**src/pssc_pkg.sv**
```systemverilog
`timescale 1ns / 1ps
// ----------------------------------------------------------------------------
// Pen stroke shape classifier package
// Payload structs, shape codes and the command word between front and back.
// ----------------------------------------------------------------------------
package pssc_pkg;

  localparam int CoordW = 16;
  localparam int TolW = 16;

  typedef enum logic [1:0] {
    SHAPE_NONE    = 2'd0,
    SHAPE_LINE    = 2'd1,
    SHAPE_ELLIPSE = 2'd2
  } shape_t;

  typedef struct packed {
    logic signed [CoordW-1:0] point_x;
    logic signed [CoordW-1:0] point_y;
    logic                     last_point;
  } point_in_t;

  typedef struct packed {
    logic [1:0]               shape_kind;
    logic                     buffer_overflow;
    logic signed [CoordW-1:0] box_left;
    logic signed [CoordW-1:0] box_top;
    logic signed [CoordW-1:0] box_right;
    logic signed [CoordW-1:0] box_bottom;
    logic signed [CoordW-1:0] line_start_x;
    logic signed [CoordW-1:0] line_start_y;
    logic signed [CoordW-1:0] line_end_x;
    logic signed [CoordW-1:0] line_end_y;
  } shape_out_t;

  // Stroke summary handed from the front part to the back part.
  typedef struct packed {
    logic                     overflow;
    logic                     short_stroke;
    logic signed [CoordW-1:0] box_l;
    logic signed [CoordW-1:0] box_t;
    logic signed [CoordW-1:0] box_r;
    logic signed [CoordW-1:0] box_b;
  } stroke_cmd_t;

endpackage

```
**src/pssc_front.sv**
```systemverilog
`timescale 1ns / 1ps
// ----------------------------------------------------------------------------
// Stroke front end
// Writes points into the store, tracks the bounding box and count, and hands
// a stroke summary to the back end when the last point is transferred.
// ----------------------------------------------------------------------------
module pssc_front #(
  parameter int MAX_POINTS = 1024,
  parameter int COORD_BITS = 16,
  parameter int CW = $clog2(MAX_POINTS + 1),
  parameter int AW = $clog2(MAX_POINTS)
) (
  input  logic                         clk,
  input  logic                         rst,
  input  logic                         in_valid,
  output logic                         in_stall,
  input  logic signed [COORD_BITS-1:0] px,
  input  logic signed [COORD_BITS-1:0] py,
  input  logic                         last,
  output logic                         wr_en,
  output logic [AW-1:0]                wr_addr,
  output logic                         cmd_valid,
  output pssc_pkg::stroke_cmd_t        cmd,
  output logic [CW-1:0]                cmd_count,
  input  logic                         cmd_full
);

  logic [CW-1:0] count;
  logic signed [COORD_BITS-1:0] bl, bt, br, bb;
  logic ovf;
  logic take, room, first;
  logic signed [COORD_BITS-1:0] nl, nt, nr, nb;

  assign in_stall = cmd_full;
  assign take = in_valid && !cmd_full;
  assign room = count < CW'(MAX_POINTS);
  assign first = count == '0;
  assign wr_en = take && room;
  assign wr_addr = count[AW-1:0];

  always_comb begin
    nl = bl; nt = bt; nr = br; nb = bb;
    if (room) begin
      if (first || px < bl) nl = px;
      if (first || px > br) nr = px;
      if (first || py < bt) nt = py;
      if (first || py > bb) nb = py;
    end
  end

  assign cmd_valid = take && last;
  assign cmd_count = room ? count + CW'(1) : count;
  assign cmd.overflow = ovf || !room;
  assign cmd.short_stroke = cmd_count < CW'(5);
  assign cmd.box_l = pssc_pkg::CoordW'(nl);
  assign cmd.box_t = pssc_pkg::CoordW'(nt);
  assign cmd.box_r = pssc_pkg::CoordW'(nr);
  assign cmd.box_b = pssc_pkg::CoordW'(nb);

  always_ff @(posedge clk) begin
    if (rst) begin
      count <= '0; ovf <= 1'b0;
      bl <= '0; bt <= '0; br <= '0; bb <= '0;
    end else if (take) begin
      if (last) begin
        count <= '0; ovf <= 1'b0;
        bl <= '0; bt <= '0; br <= '0; bb <= '0;
      end else begin
        if (room) count <= count + CW'(1);
        else ovf <= 1'b1;
        bl <= nl; bt <= nt; br <= nr; bb <= nb;
      end
    end
  end

endmodule

```
**config.mk**
```make
export PLATFORM = sky130hd
export DESIGN_NAME = pssc_front
export DESIGN_NICKNAME = d
export VERILOG_FILES = /design/src/pssc_pkg.sv /design/src/pssc_front.sv
export SDC_FILE = /design/constraint.sdc
export NUM_CORES = 1
export LEC_CHECK = 0
export ABC_AREA = 1
export BUFFER_PORTS_ARGS = -buffer_cell sky130_fd_sc_hd__buf_4
export CAP_MARGIN = 20
export CORE_MARGIN = 2
export CORE_UTILIZATION = 60
export DETAILED_ROUTE_END_ITERATION = 10
export PLACE_DENSITY_LB_ADDON = 0.3
export SETUP_SLACK_MARGIN = 0.4
export SYNTH_ARGS = -nofsm -noshare
export SYNTH_HDL_FRONTEND = slang
export SYNTH_SLANG_ARGS = --single-unit
```
**constraint.sdc**
```tcl
create_clock -name clk -period 2.8 [get_ports clk]
set_input_delay 0.14 -clock clk [delete_from_list [all_inputs] [get_ports clk]]
set_output_delay 0.14 -clock clk [all_outputs]
set_load 0.005 [all_outputs]
```
==> flow_summary.json, run 1 <==
{
  "grt_max_degree": 76,
  "cts.sinks": 76,
  "synth_top_area_cell": "dfxtp_1",
  "dp_cells": 1144,
  "synth_area_um2": 6152,
  "synth_nets": 1033,
  "start_util_pct": 62.37,
  "grt-worst-endpoint": "cmd[60]",
  "yosysSeqAreaShare_pct": 24.73,
  "cts_hold_buf": 0,
  "haltStage": "global routing (5_1_grt)",
  "ys_warn_count": 0,
  "clockBufferDepth": 2,
  "worst-ep-kind": "top-level output",
  "numCtsBuffers": 9,
  "die_w_um": 105.3,
  "status": "did not finish",
  "port_buffers": 126,
  "synth.avg_cell_area_um2": 6.601,
  "synth-edff-count": 0,
  "synth.top_cell.area_share_pct": 24.73,
  "syn_inst": 932,
  "ys_dominant_reg_cell": "dfxtp_1",
  "firstError": "[ERROR DPL-0038] Utilization greater than 100%, impossible to legalize",
  "ctsHtreeMaxLevel": 3,
  "routabilityCongestion": 0.9262,
  "synth_cell_types": 34,
  "hpwl_um": 11340,
  "core.rowCount": 36,
  "pre_cts_slack_ns": 0.4011,
  "ys_seq_elements": 76,
  "num_io_pins": 127,
  "clockRootBuffer": "clkbuf_8",
  "fp.dieH_um": 105.3,
  "synth_area_leaders": "dfxtp_1, ha_1, nand2_1",
  "ys_async_sr_fraction_pct": 0
}
cells by family after synthesis:
kind of cell | synth area share [%]
and+or+nand+nor | 38.84
buffers and inverters | 12.89
AOI/OAI and AO/OA | 9.803
DFF | 24.73
adders and majority gates | 13.02
xor gates and xnor gates | 0.7119
cell usage after synthesis, types with 4 or more instances:
cell / n
nand2_1: 196
nand3_1: 140
inv_1: 133
a21oi_1: 102
dfxtp_1: 76
and2_1: 64
ha_1: 64
nand2_2: 31
clkbuf_1: 21
nor2_1: 20
buf_4: 12
o21ai_0: 11
buf_2: 10
nand2_4: 6
nand4_1: 6
nor3_1: 6
buf_6: 5
buf_1: 4
metrics by stage:
step           utilization, %  cell area (um2)
4_1_cts                 88.27             8707
3_3_place_gp            71.16             7019
2_1_floorplan               -             6152
3_5_place_dp            71.16             7019
what timing repair did:
| action | CTS |
|---|---|
| buffers inserted | 36 |
| cloned | 7 |
| endpoints found under the setup margin | 65 |
| pin swaps | 106 |
| gates resized for setup | 257 |
==> run 2: changes to the inputs <==
- CORE_UTILIZATION: 60 -> 40
- PLACE_DENSITY_LB_ADDON: 0.3 -> 0.15
- SETUP_SLACK_MARGIN: 0.4 -> unset
==> run 2 against run 1 <==
  * The flow now finishes without violations
  * Synthesized cell count did not move
  * Synthesized area stayed put
==> flow_summary.json, run 2 <==
{
  "regArea_um2": 1521,
  "cp_data_required_time_ns": 2.66,
  "clk_latency_ns": 0.35,
  "core_area_um2": 15090,
  "fin_setup_tns_ns": 0,
  "power_density_nw_per_um2": 387.1,
  "final_net_count": 1134,
  "hold_class": "input pin to flop",
  "synth_area_leaders": "dfxtp_1, ha_1, nand2_1",
  "clockRootBuffer": "clkbuf_16",
  "relSlewSlack_pct": 48.24,
  "wl_per_cell_um": 13.95,
  "numCtsBuffers": 9,
  "peakVddDrop_v": 0.0003952,
  "grt_pass1_vias": 5482,
  "end_kind": "primary output",
  "switchingPower_w": 0.0008881,
  "finalSetupViolations": 0,
  "syn_inst": 932,
  "hold_viol": 0,
  "drcViolationCount": 0,
  "rsz0062_at_grt": "no",
  "crit_chain": "inv_1, ha_1, a21oi_1, o21ai_0, a21oi_2, nand3_1, nand3_4, buf_12, nand3_1, and2_1, buf_4",
  "crit_top_cell": "nand3_1",
  "routabilityCongestion": 0.8131,
  "synth_area_um2": 6152,
  "skew_ns": 0.008707,
  "num_io_pins": 127,
  "n_fill_cell": 1584,
  "crit_arrival_ns": 2.46,
  "yosysSeqAreaShare_pct": 24.73,
  "grt_pass1_wl_um": 27270,
  "sw_frac_of_total_pct": 30.23,
  "worst-path-buf-inv": 3,
  "die_w_um": 128.0,
  "yosys-top-cells-count": "nand2_1, nand3_1, inv_1",
  "grt_overflow": 0,
  "cp_slowest_cell": "dfxtp_1",
  "clkSlewWorstSetupHoldPaths_ns": 0.06,
  "synth-edff-count": 0,
  "cts_hold_buf": 0,
  "intPower_w": 0.002050,
  "synth_nets": 1033,
  "ys_warn_count": 0,
  "grt_max_degree": 64,
  "cp-start-kind": "flop",
  "antenna_found_initial": 0,
  "hpwl_um": 12190,
  "cts.sinks": 76,
  "worst_pin_slew_ns": 0.7764,
  "max_stage_delay_ns": 0.33,
  "clock.fmax_ghz": 0.3847,
  "ctsHtreeMaxLevel": 3,
  "p_seq_share_pct": 38.4,
  "dr.pass1.iters": 5,
  "port_buffers": 126,
  "ys_seq_elements": 76,
  "most-common-layout-cells": "nand2_1, nand3_1, buf_4",
  "leakagePower_nw": 3.362,
  "start_util_pct": 40.77,
  "crit_path_max_fanout": 8,
  "dr.first_iter.drc_count": 341,
  "synth_cell_types": 34,
  "ff2ff_setup_slack_ns": 0.65,
  "ys_dominant_reg_cell": "dfxtp_1",
  "yosysMostFrequentCell": "nand2_1",
  "ys_async_sr_fraction_pct": 0,
  "multi_input_area_um2": 3959,
  "drv_cap": 0,
  "wirelength_um": 17090,
  "ant_nets": 0,
  "antenna_cells": 0,
  "maxSlewViolCount": 0,
  "via_per_inst": 4.916,
  "total_power_w": 0.002938,
  "grt_use_total_pct": 20.83,
  "synth.top_cell.area_share_pct": 24.73,
  "area_delta_synth_final_pct": 23.35,
  "die-area_um2": 16390,
  "path_delay_family": "simple AND/OR/NAND/NOR gates",
  "layout-drive-gt1-share_pct": 20.15,
  "p_clk_share_pct": 35.9,
  "status": "finished clean",
  "period_share_pct": 92.84,
  "num_vias": 6022,
  "fp.dieH_um": 128.0,
  "p_comb_share_pct": 25.7,
  "layout_commonest_cell": "nand2_1",
  "fin_crit_ns": 2.599,
  "tritoncts": "done",
  "criticalPathCategory": "flop to primary output",
  "clockBufferDepth": 2,
  "synth.avg_cell_area_um2": 6.601,
  "core.rowCount": 45,
  "synth_top_area_cell": "dfxtp_1"
}
run 2: cell counts after synthesis:
Identical to the previous run, type by type.
run 2: area by class of cell:
| cell class | count | share of cell area [%] |
|---|---|---|
| Tap cell | 188 | 3.100 |
| Timing Repair Buffer | 139 | 14.74 |
| Clock inverter | 3 | 0.1979 |
| Inverter | 134 | 6.628 |
| Multi-Input combinational cell | 673 | 52.17 |
| Sequential cell | 76 | 20.05 |
| Clock buffer | 12 | 3.116 |
run 2: path summary, 6_finish.rpt:
path | to | cells past startpoint | from
setup / recovery | cmd[34] | 11 | bt[9]$_SDFFE_PP0P_
hold / removal | ovf$_SDFFE_PP0P_ | 4 | cmd_full
setup reg to reg | bt[0]$_SDFFE_PP0P_ | 12 | bt[9]$_SDFFE_PP0P_
hold reg to reg | ovf$_SDFFE_PP0P_ | 2 | ovf$_SDFFE_PP0P_
run 2: power groups by stage:
| stage | logic, W | clock network [W] | registers [W] |
|---|---|---|---|
| 2_1_floorplan | 0.000437 | 0 | 0.00115 |
| 6_report | 0.000755 | 0.00106 | 0.00113 |
| 4_1_cts | 0.000729 | 0.00109 | 0.00113 |
| 5_1_grt | 0.000854 | 0.00115 | 0.00113 |
| 3_3_place_gp | 0.000724 | 0 | 0.00115 |
| 3_5_place_dp | 0.000725 | 0 | 0.00115 |
run 2: cells by family (layout without fill, tap and decap cells):
logic type	after synthesis	count (layout)	synth area share, %
buf+inv	186	288	12.89
xor+xnor	5	5	0.7119
fa+ha+maj	64	64	13.02
compound gates	118	118	9.803
flops	76	76	24.73
simple gates	483	486	38.84
run 2: routing by layer:
metal	share of wire [%]	global-route usage (%)
met2	48	35.39
met4	0.66	4.072
met5	0	0
met3	4.4	4.299
met1	47	27.49
run 2: per-stage QoR:
| step | hold WS, ns | utilization, % | instances | instance area [um2] | worst slack, ns |
|---|---|---|---|---|---|
| after floorplan | 0.3123 | - | 932 | 6152 | 0.8668 |
| after global placement | 0.4400 | 47.02 | 1200 | 7096 | 0.3918 |
| after detailed placement | 0.4452 | 47.02 | 1200 | 7096 | 0.3823 |
| after CTS | 0.09115 | 48.69 | 1215 | 7347 | 0.001317 |
| after global routing | 0.1250 | 50.29 | 1225 | 7589 | 0.0001521 |
| final | 0.1010 | 50.29 | 1225 | 7589 | 0.2006 |
run 2: worst register-to-register path: stages, from the launching register on:
cell and delay (ns):
dfxtp_1 0.33, inv_1 0.07, ha_1 0.29, a21oi_1 0.18
o21ai_0 0.12, a21oi_2 0.16, nand2_1 0.07, nand2_1 0.09
nand3_4 0.22, buf_12 0.22, nand3_1 0.10, nand3_1 0.09
a21oi_1 0.13
run 2: timing repair:
item / in CTS / in global routing
endpoints found under the setup margin: 0 / 64
resized for setup: 0 / 11
setup buffers: 0 / 7
Power figures use the tool's default switching activity.
